File: src/rtl/core/dpsc_pkg.sv
package dpsc_pkg;

    localparam int unsigned TIMER_W   = 16;
    localparam int unsigned CFG_IDX_W = 2;

    // Configuration register indexes.
    localparam logic [CFG_IDX_W-1:0] CFG_STOP_DELAY  = 2'd0;
    localparam logic [CFG_IDX_W-1:0] CFG_START_DELAY = 2'd1;
    localparam logic [CFG_IDX_W-1:0] CFG_FORCE_RUN   = 2'd2;

    // Register values after reset, in seconds.
    localparam logic [TIMER_W-1:0] STOP_DELAY_RST  = 16'd300;
    localparam logic [TIMER_W-1:0] START_DELAY_RST = 16'd6;
    localparam logic [TIMER_W-1:0] FORCE_RUN_RST   = 16'd1800;

    // Input item kinds.
    localparam logic MODE_TICK    = 1'b0;
    localparam logic MODE_COMMAND = 1'b1;

    typedef struct packed {
        logic mode;
        logic want_on;
        logic forced;
    } in_word_t;

    typedef struct packed {
        logic pump_running;
        logic force_active;
        logic start_pending;
        logic stop_pending;
    } out_word_t;

endpackage

File: src/rtl/core/delayed_pump_switch_controller.sv
// Delayed pump switch controller: start delay, stop delay and forced-run limit timers.
// Result words are registered in the output or, on a stall, the skid register.
// Throughput: one input word per cycle while the skid register is empty; the two-entry
// output buffer (output register plus skid register) takes one more word on a stall.
// Reset (rst_n low, asynchronous): pump off, all timers idle, no result words pending,
// and the delay registers return to 300, 6 and 1800 seconds.
module delayed_pump_switch_controller (
    input  logic                                      clk,
    input  logic                                      rst_n,
    // Configuration write port.
    input  logic                                      cfg_we,
    input  logic [dpsc_pkg::CFG_IDX_W-1:0]            cfg_addr,
    input  logic [dpsc_pkg::TIMER_W-1:0]              cfg_wdata,
    // Input channel: ticks and commands.
    input  logic                                      in_valid,
    output logic                                      in_ready,
    input  dpsc_pkg::in_word_t                        in_data,
    // Output channel: pump and timer status after each input word.
    output logic                                      out_valid,
    input  logic                                      out_ready,
    output dpsc_pkg::out_word_t                       out_data
);

    // Configuration registers. A new value only matters at the next timer restart,
    // so a running count never sees a write.
    logic [dpsc_pkg::TIMER_W-1:0] stop_delay_reg;
    logic [dpsc_pkg::TIMER_W-1:0] start_delay_reg;
    logic [dpsc_pkg::TIMER_W-1:0] force_run_reg;

    // Controller state.
    logic                         pump_on_reg,       pump_on_next;
    logic [dpsc_pkg::TIMER_W-1:0] start_left_reg,    start_left_next;
    logic                         start_running_reg, start_running_next;
    logic [dpsc_pkg::TIMER_W-1:0] stop_left_reg,     stop_left_next;
    logic                         stop_running_reg,  stop_running_next;
    logic [dpsc_pkg::TIMER_W-1:0] force_left_reg,    force_left_next;
    logic                         force_running_reg, force_running_next;

    // Output buffer: the output register feeds the port, the skid register catches
    // a word accepted in the cycle the output register stalls.
    logic                out_valid_reg;
    dpsc_pkg::out_word_t out_data_reg;
    logic                skid_valid_reg;
    dpsc_pkg::out_word_t skid_data_reg;

    logic                in_accept;
    logic                out_take;
    dpsc_pkg::out_word_t result;

    assign in_ready  = !skid_valid_reg;
    assign in_accept = in_valid && in_ready;
    assign out_take  = out_valid_reg && out_ready;
    assign out_valid = out_valid_reg;
    assign out_data  = out_data_reg;

    always_ff @(posedge clk or negedge rst_n)
    begin
        if (!rst_n)
        begin
            stop_delay_reg  <= dpsc_pkg::STOP_DELAY_RST;
            start_delay_reg <= dpsc_pkg::START_DELAY_RST;
            force_run_reg   <= dpsc_pkg::FORCE_RUN_RST;
        end
        else if (cfg_we)
        begin
            // The unused index falls through and the write is dropped.
            if (cfg_addr == dpsc_pkg::CFG_STOP_DELAY)
            begin
                stop_delay_reg <= cfg_wdata;
            end
            if (cfg_addr == dpsc_pkg::CFG_START_DELAY)
            begin
                start_delay_reg <= cfg_wdata;
            end
            if (cfg_addr == dpsc_pkg::CFG_FORCE_RUN)
            begin
                force_run_reg <= cfg_wdata;
            end
        end
    end

    // Next state for one input word. On a tick every running timer counts down;
    // one with one or zero seconds left expires. Expiries are applied start, stop,
    // force, so a stop or force expiry wins over a start expiry on the same tick.
    always_comb
    begin
        pump_on_next       = pump_on_reg;
        start_left_next    = start_left_reg;
        start_running_next = start_running_reg;
        stop_left_next     = stop_left_reg;
        stop_running_next  = stop_running_reg;
        force_left_next    = force_left_reg;
        force_running_next = force_running_reg;

        if (in_data.mode == dpsc_pkg::MODE_TICK)
        begin
            if (start_running_reg)
            begin
                if (start_left_reg <= 16'd1)
                begin
                    start_left_next    = '0;
                    start_running_next = 1'b0;
                    pump_on_next       = 1'b1;
                end
                else
                begin
                    start_left_next = start_left_reg - 16'd1;
                end
            end
            if (stop_running_reg)
            begin
                if (stop_left_reg <= 16'd1)
                begin
                    stop_left_next    = '0;
                    stop_running_next = 1'b0;
                    pump_on_next      = 1'b0;
                end
                else
                begin
                    stop_left_next = stop_left_reg - 16'd1;
                end
            end
            if (force_running_reg)
            begin
                if (force_left_reg <= 16'd1)
                begin
                    force_left_next    = '0;
                    force_running_next = 1'b0;
                    pump_on_next       = 1'b0;
                end
                else
                begin
                    force_left_next = force_left_reg - 16'd1;
                end
            end
        end
        else if (in_data.want_on)
        begin
            if (in_data.forced)
            begin
                // Forced on runs the pump at once, unless it already runs.
                if (!pump_on_reg)
                begin
                    stop_running_next  = 1'b0;
                    stop_left_next     = '0;
                    force_left_next    = force_run_reg;
                    force_running_next = 1'b1;
                    pump_on_next       = 1'b1;
                end
            end
            else
            begin
                // Normal on cancels any stop or forced run and restarts the start delay.
                stop_running_next  = 1'b0;
                stop_left_next     = '0;
                force_running_next = 1'b0;
                force_left_next    = '0;
                start_left_next    = start_delay_reg;
                start_running_next = 1'b1;
            end
        end
        else
        begin
            if (in_data.forced)
            begin
                // Forced off only ends a forced run.
                if (force_running_reg)
                begin
                    force_running_next = 1'b0;
                    force_left_next    = '0;
                    pump_on_next       = 1'b0;
                end
            end
            else if (!force_running_reg)
            begin
                // Normal off is locked out during a forced run.
                start_running_next = 1'b0;
                start_left_next    = '0;
                stop_left_next     = stop_delay_reg;
                stop_running_next  = 1'b1;
            end
        end

        result.pump_running  = pump_on_next;
        result.force_active  = force_running_next;
        result.start_pending = start_running_next;
        result.stop_pending  = stop_running_next;
    end

    always_ff @(posedge clk or negedge rst_n)
    begin
        if (!rst_n)
        begin
            pump_on_reg       <= 1'b0;
            start_left_reg    <= '0;
            start_running_reg <= 1'b0;
            stop_left_reg     <= '0;
            stop_running_reg  <= 1'b0;
            force_left_reg    <= '0;
            force_running_reg <= 1'b0;
        end
        else if (in_accept)
        begin
            pump_on_reg       <= pump_on_next;
            start_left_reg    <= start_left_next;
            start_running_reg <= start_running_next;
            stop_left_reg     <= stop_left_next;
            stop_running_reg  <= stop_running_next;
            force_left_reg    <= force_left_next;
            force_running_reg <= force_running_next;
        end
    end

    // Output buffer control. A new word goes straight to the output register when
    // that register is free or being emptied this cycle; otherwise it parks in the
    // skid register, which closes the input until the output drains it.
    always_ff @(posedge clk or negedge rst_n)
    begin
        if (!rst_n)
        begin
            out_valid_reg  <= 1'b0;
            skid_valid_reg <= 1'b0;
        end
        else if (in_accept)
        begin
            if (!out_valid_reg || out_ready)
            begin
                out_valid_reg <= 1'b1;
            end
            else
            begin
                skid_valid_reg <= 1'b1;
            end
        end
        else if (out_take)
        begin
            if (skid_valid_reg)
            begin
                skid_valid_reg <= 1'b0;
            end
            else
            begin
                out_valid_reg <= 1'b0;
            end
        end
    end

    always_ff @(posedge clk)
    begin
        if (in_accept)
        begin
            if (!out_valid_reg || out_ready)
            begin
                out_data_reg <= result;
            end
            else
            begin
                skid_data_reg <= result;
            end
        end
        else if (out_take && skid_valid_reg)
        begin
            out_data_reg <= skid_data_reg;
        end
    end

endmodule

File: config.mk
export PLATFORM = sky130hd
export DESIGN_NAME = delayed_pump_switch_controller
export DESIGN_NICKNAME = d
export VERILOG_FILES = /design/src/rtl/core/dpsc_pkg.sv /design/src/rtl/core/delayed_pump_switch_controller.sv
export SDC_FILE = /design/constraint.sdc
export NUM_CORES = 1
export LEC_CHECK = 0
export ABC_AREA = 1
export BUFFER_PORTS_ARGS = -buffer_cell sky130_fd_sc_hd__buf_4
export CORE_UTILIZATION = 40
export DETAILED_ROUTE_END_ITERATION = 10
export SYNTH_ARGS = -nofsm -noshare
export SYNTH_HDL_FRONTEND = slang
export SYNTH_SLANG_ARGS = --single-unit
export TNS_END_PERCENT = 5
File: constraint.sdc
create_clock -name clk -period 1.6 [get_ports clk]
set_input_delay 0.24 -clock clk [delete_from_list [all_inputs] [get_ports clk]]
set_output_delay 0.24 -clock clk [all_outputs]
set_load 0.05 [all_outputs]
# Word-level counts from Yosys, hierarchy flattened
# Index checks and enable logic that the tools add are counted.
[classes] n_addsub=3 n_lt_le_gt_ge=3 n_eq_ne=11 n_mux=66 bitwise=1 n_reduce_logical=23
[op_table] cell="$mux 16" n=23
[op_table] cell="$le 16x1->1 const B" n=3
[op_table] cell="$sub 16x1->16 const B" n=3
[op_table] cell="$mux 1" n=40
[op_table] cell="$mux 4" n=3
[op_table] cell="$ne 3x3->1 const B" n=4
[op_table] cell="$reduce_and 2->1" n=6
[op_table] cell="$reduce_bool 2->1" n=6
[op_table] cell="$reduce_and 5->1" n=2
[op_table] cell="$ne 2x1->1 const B" n=2
[op_table] cell="$ne 2x2->1 const B" n=2
[op_table] cell="$ne 4x4->1 const B" n=1
[op_table] cell="$reduce_and 4->1" n=1
[op_table] cell="$logic_and 1x1->1" n=3
[op_table] cell="$reduce_and 3->1" n=1
[op_table] cell="$eq 2x1->1 const B" n=1
[op_table] cell="$eq 2x2->1 const B" n=1
[op_table] cell="$logic_not 1->1" n=2
[op_table] cell="$logic_not 2->1" n=1
[op_table] cell="$logic_or 1x1->1" n=1
[op_table] cell="$not 1->1" n=1
[word_totals] reg_bits=110 input_bits=26

# Depth between registers and ports, before layout
[depth] ltp_word=10 ltp_mapped=13 mapped_depth_nobuf=13

# Worst setup path after synthesis
# OpenSTA, ideal clock, no wires.
[synth_path] path_kind="reg-to-reg" startpoint="register start_left_reg[0] (netlist name)" endpoint="register out_data_reg (netlist bit out_data[1]), data pin" setup_ns=0.254 t_arrival_ns=1.315 setup_slack_ns=0.031 stages_incl_launch_ff=14 path_buffers=0 synth_period_minus_slack_ns=1.569 cell_sequence="dfrtp_1 inv_1 ha_1 inv_1 nand2_1 nand2_1 nor2_1 nand2_1 nand2_1 inv_2 nand2_1 nand3_1 nand2_1 nand2_1"
[synth_via] elab_chain_len=6
[synth_rtl] element="from (decl)" line_no="delayed_pump_switch_controller.sv:32" source="logic [dpsc_pkg::TIMER_W-1:0] start_left_reg, start_left_next;"
[synth_rtl] element="from (signal assigned)" line_no="delayed_pump_switch_controller.sv:205" source="start_left_reg <= start_left_next;"
[synth_rtl] element="$le 16x1->1" line_no="delayed_pump_switch_controller.sv:99" source="if (start_left_reg <= 16'd1)"
[synth_rtl] element="$mux 1" line_no="delayed_pump_switch_controller.sv:99"
[synth_rtl] element="$mux 1" line_no="delayed_pump_switch_controller.sv:97" source="if (start_running_reg)"
[synth_rtl] element="$mux 1" line_no="delayed_pump_switch_controller.sv:95" source="if (in_data.mode == dpsc_pkg::MODE_TICK)"
[synth_rtl] element="via start_running_next" line_no="delayed_pump_switch_controller.sv:33" source="logic start_running_reg, start_running_next;"
[synth_rtl] element="$mux 4" line_no="delayed_pump_switch_controller.sv:252" source="if (!out_valid_reg || out_ready)"
[synth_rtl] element="$mux 4" line_no="delayed_pump_switch_controller.sv:250" source="if (in_accept)"
[synth_rtl] element="to (signal assigned)" line_no="delayed_pump_switch_controller.sv:254" source="out_data_reg <= result;"
[synth_rtl] element="to (signal assigned)" line_no="delayed_pump_switch_controller.sv:263" source="out_data_reg <= skid_data_reg;"
[synth_rtl] element="to (decl)" line_no="delayed_pump_switch_controller.sv:42" source="dpsc_pkg::out_word_t out_data_reg;"
# The timed path passes the listed nets, and every way through them passes these cells. The select of a mux whose other input is x is not followed.
# A chain may end at the register's enable or synchronous reset.

# Final worst setup path
[layout_path] startpoint="register stop_left_reg[1] (netlist name)" endpoint="register out_data_reg (netlist bit out_data[3]), data pin"
[layout_via] elab_chain_len=8
[layout_rtl] element="from (decl)" line_no="delayed_pump_switch_controller.sv:34" source="logic [dpsc_pkg::TIMER_W-1:0] stop_left_reg, stop_left_next;"
[layout_rtl] element="from (signal assigned)" line_no="delayed_pump_switch_controller.sv:207" source="stop_left_reg <= stop_left_next;"
[layout_rtl] element="$le 16x1->1 (*)" line_no="delayed_pump_switch_controller.sv:112" source="if (stop_left_reg <= 16'd1)"
[layout_rtl] element="$mux 1 (*)" line_no="delayed_pump_switch_controller.sv:112"
[layout_rtl] element="$mux 1 (*)" line_no="delayed_pump_switch_controller.sv:110" source="if (stop_running_reg)"
[layout_rtl] element="$mux 1" line_no="delayed_pump_switch_controller.sv:125" source="if (force_left_reg <= 16'd1)"
[layout_rtl] element="$mux 1 (*)" line_no="delayed_pump_switch_controller.sv:123" source="if (force_running_reg)"
[layout_rtl] element="$mux 1 (*)" line_no="delayed_pump_switch_controller.sv:95"
[layout_rtl] element="via pump_on_next" line_no="delayed_pump_switch_controller.sv:31" source="logic pump_on_reg, pump_on_next;"
[layout_rtl] element="$mux 4 (*)" line_no="delayed_pump_switch_controller.sv:252"
[layout_rtl] element="$mux 4 (*)" line_no="delayed_pump_switch_controller.sv:250"
# Mark *: on every way through the listed nets, which the timed path passes. The rest lies on a longest branch. The select of a mux whose other input is x is not followed.

==> parameters.txt <==
Parameter                              Value

Setup path
  Capturing element of the worst setup path    out_data[3]
  Critical Path Sink Type    flip-flop
  Arrival @ worst endpoint    1.76 ns
  Number of cells on the critical path    13
  Most numerous cell on the critical path    sky130_fd_sc_hd__nand2_1
  Cell with the biggest individual delay on the critical path    sky130_fd_sc_hd__dfrtp_1
  Cells along the critical path    inv_2, ha_1, inv_1, nand2_1, nand2_1, nor2_1, nand2_1, nand2_4, nand2_2, nand3_2, nand2_2, nand2_2, nand2_1
  Worst reg2reg path startpoint    stop_left_reg[1]
  Crit Reg-Reg Endpoint    out_data[3]
  Setup CP Type    flip-flop to flip-flop
  Worst-path maximum fanout    4
  CP startpoint kind    flip-flop
  Number of buffer and inverter stages on the critical path    2
  Cell family contributing the most delay on the critical path    simple AND/OR/NAND/NOR gates
  Number of cells traversed by the worst register-to-register path    13
  Reg-to-reg setup timing slack    -0.04 ns
  Launching instance or port of the critical path    stop_left_reg[1]
  Required time reported for the critical path endpoint    1.72 ns
  Critical path's largest stage delay    0.37 ns

Global route
  Aggregate global-route resource usage    0.209
  Via count of the first global-routing pass    5,196
  Maximum number of pins on one net before global-route repair    33
  Initial antenna violation count    0
  Global-route wire length before repair    25.8 mm
  Residual overflow from global routing    0

Power and ir drop
  Power per unit of standard cell area    805 mW/mm^2
  Peak supply drop    around 0.56 mV
  Total design power    around 5.9 mW
  LEAKAGE    3.54 nW

Floorplanning
  I/O pin count    32
  Floorplan die height    125 um
  Core outline area    0.0146 sq mm
  Overall die area    0.0155 sq mm
  Initial core utilization    0.412
  Count of standard-cell rows    44
  Horiz. Die Dim    between 100 and 150 um

CTS
  Clock-pin slew reported for the worst setup and hold paths after clock tree synthesis    approximately 0.070 ns
  Number of buffers created by CTS    9
  CTS tree    yes
  Total number of H-tree levels    3
  Clock Latency Late Sink    0.37 ns
  Clock sink total    110
  Maximum root-to-sink buffer count    2
  CTS Root Buffer Type    sky130_fd_sc_hd__clkbuf_16

Placed design
  Detailed Place HPWL    11.4 mm
  Number of input and output port buffers inserted    31
  RePlAce Congestion    between 0.8 and 0.9
  # placed instances    ~1,000

Timing
  Minimum setup slack in the final design    -0.0371 ns
  Unrepaired setup endpoints after global routing    true
  Final setup viols    2
  Clk_skew    0.0100 ns
  Max-slew violations    0
  Share of the clock period used by the worst path    1.02
  Endpoints failing hold    0
  Highest attainable clock frequency    0.611 GHz
  Post-layout minimum cycle time    roughly 1.6 ns
  Transition time at the pin with the least slew margin    0.411 ns
  Worst max-slew margin expressed relative to the limit    0.726

Layout
  Antenna fix cells    0
  End-of-flow core utilization    0.505
  Leading cell types in the layout, fill and taps excluded    180 x sky130_fd_sc_hd__nand2_1, 98 x sky130_fd_sc_hd__nor2_1, 91 x sky130_fd_sc_hd__dfrtp_1, 91 x sky130_fd_sc_hd__buf_4, 58 x sky130_fd_sc_hd__o21ai_0
  Total area of sequential cells    0.00281 sq mm
  Most common cell after layout, fill and taps aside    sky130_fd_sc_hd__nand2_1
  Share of post-route cells with drive strength above 1    0.257
  Number of fillers in the final layout    ~1,400
  Area added between synthesis and finish    22.4%
  Number of nets in the final layout    874
  Non-filler instance count after layout    approximately 1,000
  Total area of multi-input combinational cells    0.00292 sq mm

Synth
  Area of the mapped netlist    0.00602 sq mm
  Multiplexer fraction of the synthesized cell area    0
  Area fraction in compound gates after synthesis    0.148
  Sequential-to-total area share from yosys stat    0.466
  Post-Synth XOR/XNOR Area    0.0393
  Number of distinct standard cells referenced by the synthesized netlist    43
  Syn Inst Count    756
  Total of flip-flops plus latches after synthesis    110
  Post-synthesis average cell area    7.96 sq um
  Post-Synth Adder-Cell Area    0.0125
  Count of synthesis-stage warnings from yosys    0
  Net count after synthesis    788
  Dominant register cell in the synthesized netlist    sky130_fd_sc_hd__dfrtp_1
  Post-synthesis share of cell area spent on and, or, nand and nor gates    0.261
  Number of enable-type register cells in the synthesized netlist    8
  Largest family of logic cells by synthesized area    simple AND/OR/NAND/NOR gates
  Fraction of registers with async set or reset after synthesis    0.927

Route
  Total DRC errors in the routed layout    0
  Ratio of routed vias to standard cells    5.02
  Number of antenna-violating nets in the routed design    0
  Final wirelength    about 15 mm
  DRT iter0 DRCs    a little under 300
  Met3 Routed Length    447 um
  M1 WL    7.36 mm
  Total via count in the routed design    5,177
  First-pass DRT Iterations    5
  Average wire per standard cell    14.8 um
  Detail Route met2 WL    7.19 mm
  Top layer used by detailed routing    met4

Min path
  Class of the tightest hold or removal check    input port to flip-flop

Run
  MaxCap Viol Count    0

Status
  Failing checks    setup timing
  Outcome    complete, but fails checks
worst reg2reg max path, stage by stage (launching register included):
cell and delay, ns:
sky130_fd_sc_hd__dfrtp_1 0.37, sky130_fd_sc_hd__inv_2 0.10, sky130_fd_sc_hd__ha_1 0.16, sky130_fd_sc_hd__inv_1 0.04, sky130_fd_sc_hd__nand2_1 0.06, sky130_fd_sc_hd__nand2_1 0.05
sky130_fd_sc_hd__nor2_1 0.10, sky130_fd_sc_hd__nand2_1 0.09, sky130_fd_sc_hd__nand2_4 0.12, sky130_fd_sc_hd__nand2_2 0.06, sky130_fd_sc_hd__nand3_2 0.06, sky130_fd_sc_hd__nand2_2 0.06
sky130_fd_sc_hd__nand2_2 0.07, sky130_fd_sc_hd__nand2_1 0.05
routing by layer:
| metal | track usage | vias to the layer above |
|---|---|---|
| li1 | - | 2596 |
| met3 | 0.0301 | 17 |
| met2 | 0.329 | 90 |
| met4 | 0.0858 | 0 |
| met5 | 0 | - |
| met1 | 0.289 | 2474 |
metrics by stage:
stage / setup WS (ns) / hold slack (ns) / TNS (ns) / area (sq um)
global route: -0.147 / 0.127 / -1.68 / 7370
finish: -0.0371 / 0.112 / -0.0704 / 7370
global placement: -0.0134 / 0.196 / -0.0134 / 6860
floorplan: 0.0311 / -0.0556 / 0 / 6020
detailed placement: -0.123 / 0.202 / -0.747 / 6860
CTS: -0.0306 / 0.102 / -0.0937 / 7260
synthesized netlist by cell type, types with 2 or more instances:
cell / number / area, sq um
sky130_fd_sc_hd__xor2_1: 24 / 210
sky130_fd_sc_hd__dfstp_2: 10 / 263
sky130_fd_sc_hd__nor2_4: 2 / 22.5
sky130_fd_sc_hd__ha_1: 6 / 75.1
sky130_fd_sc_hd__nand2_2: 8 / 50.1
sky130_fd_sc_hd__nand4_1: 2 / 12.5
sky130_fd_sc_hd__nor3_2: 2 / 20.0
sky130_fd_sc_hd__nand3_1: 33 / 165
sky130_fd_sc_hd__o21ai_1: 5 / 25.0
sky130_fd_sc_hd__inv_1: 63 / 236
sky130_fd_sc_hd__dfrtp_1: 92 / 2300
sky130_fd_sc_hd__nor2_1: 104 / 390
sky130_fd_sc_hd__buf_4: 5 / 37.5
sky130_fd_sc_hd__nand2_1: 188 / 706
sky130_fd_sc_hd__buf_6: 6 / 67.6
sky130_fd_sc_hd__a21oi_2: 20 / 175
sky130_fd_sc_hd__a21oi_1: 51 / 255
sky130_fd_sc_hd__edfxtp_1: 8 / 240
sky130_fd_sc_hd__inv_2: 8 / 30.0
sky130_fd_sc_hd__nand3_2: 6 / 60.1
sky130_fd_sc_hd__xnor2_1: 3 / 26.3
sky130_fd_sc_hd__nor2_2: 7 / 43.8
sky130_fd_sc_hd__or2_2: 3 / 18.8
sky130_fd_sc_hd__o21ai_0: 59 / 295
sky130_fd_sc_hd__clkbuf_1: 10 / 37.5
sky130_fd_sc_hd__a22oi_1: 13 / 97.6
sky130_fd_sc_hd__buf_2: 2 / 10.0
worst min path at each step:
stage	from	to	slack, ns	depth (start not counted)
5_1_grt	out_ready	skid_valid_reg	0.13	2
2_1_floorplan	rst_n	force_left_reg[0]	-0.06	0
6_report	out_ready	skid_valid_reg	0.11	2
4_1_cts	out_ready	skid_valid_reg	0.10	2
3_5_place_dp	rst_n	force_left_reg[13]	0.20	1
3_3_place_gp	rst_n	force_left_reg[13]	0.20	1
cell families after synthesis:
kind of cell,after synthesis
simple gates,363
compound gates,153
flops,110
buf+inv,97
xor+xnor,27
fa+ha+maj,6
cell type report:
cell class                      instances  area share
Clock inverter                          6     0.00951
Clock buffer                           10      0.0311
Multi-Input combinational cell        549       0.397
Sequential cell                       110       0.381
Inverter                               74      0.0397
Timing Repair Buffer                   98       0.110
Tap cell                              184      0.0313
power by group:
part           switching [mW]  total (mW)  internal (mW)
registers               0.136        3.16           3.03
logic                   0.285       0.463          0.178
clock network            1.07        2.30           1.23
timing repair:
| action | 4_1_cts | 5_1_grt |
|---|---|---|
| gates cloned | 0 | 0 |
| gates resized for setup | 19 | 29 |
| hold buffers | 1 | 0 |
| setup buffers | 4 | 1 |
| setup endpoints to repair | 28 | 46 |
| hold endpoints to repair | 18 | 0 |
| pin swaps | 6 | 6 |
(Power assumes the default switching activity.)
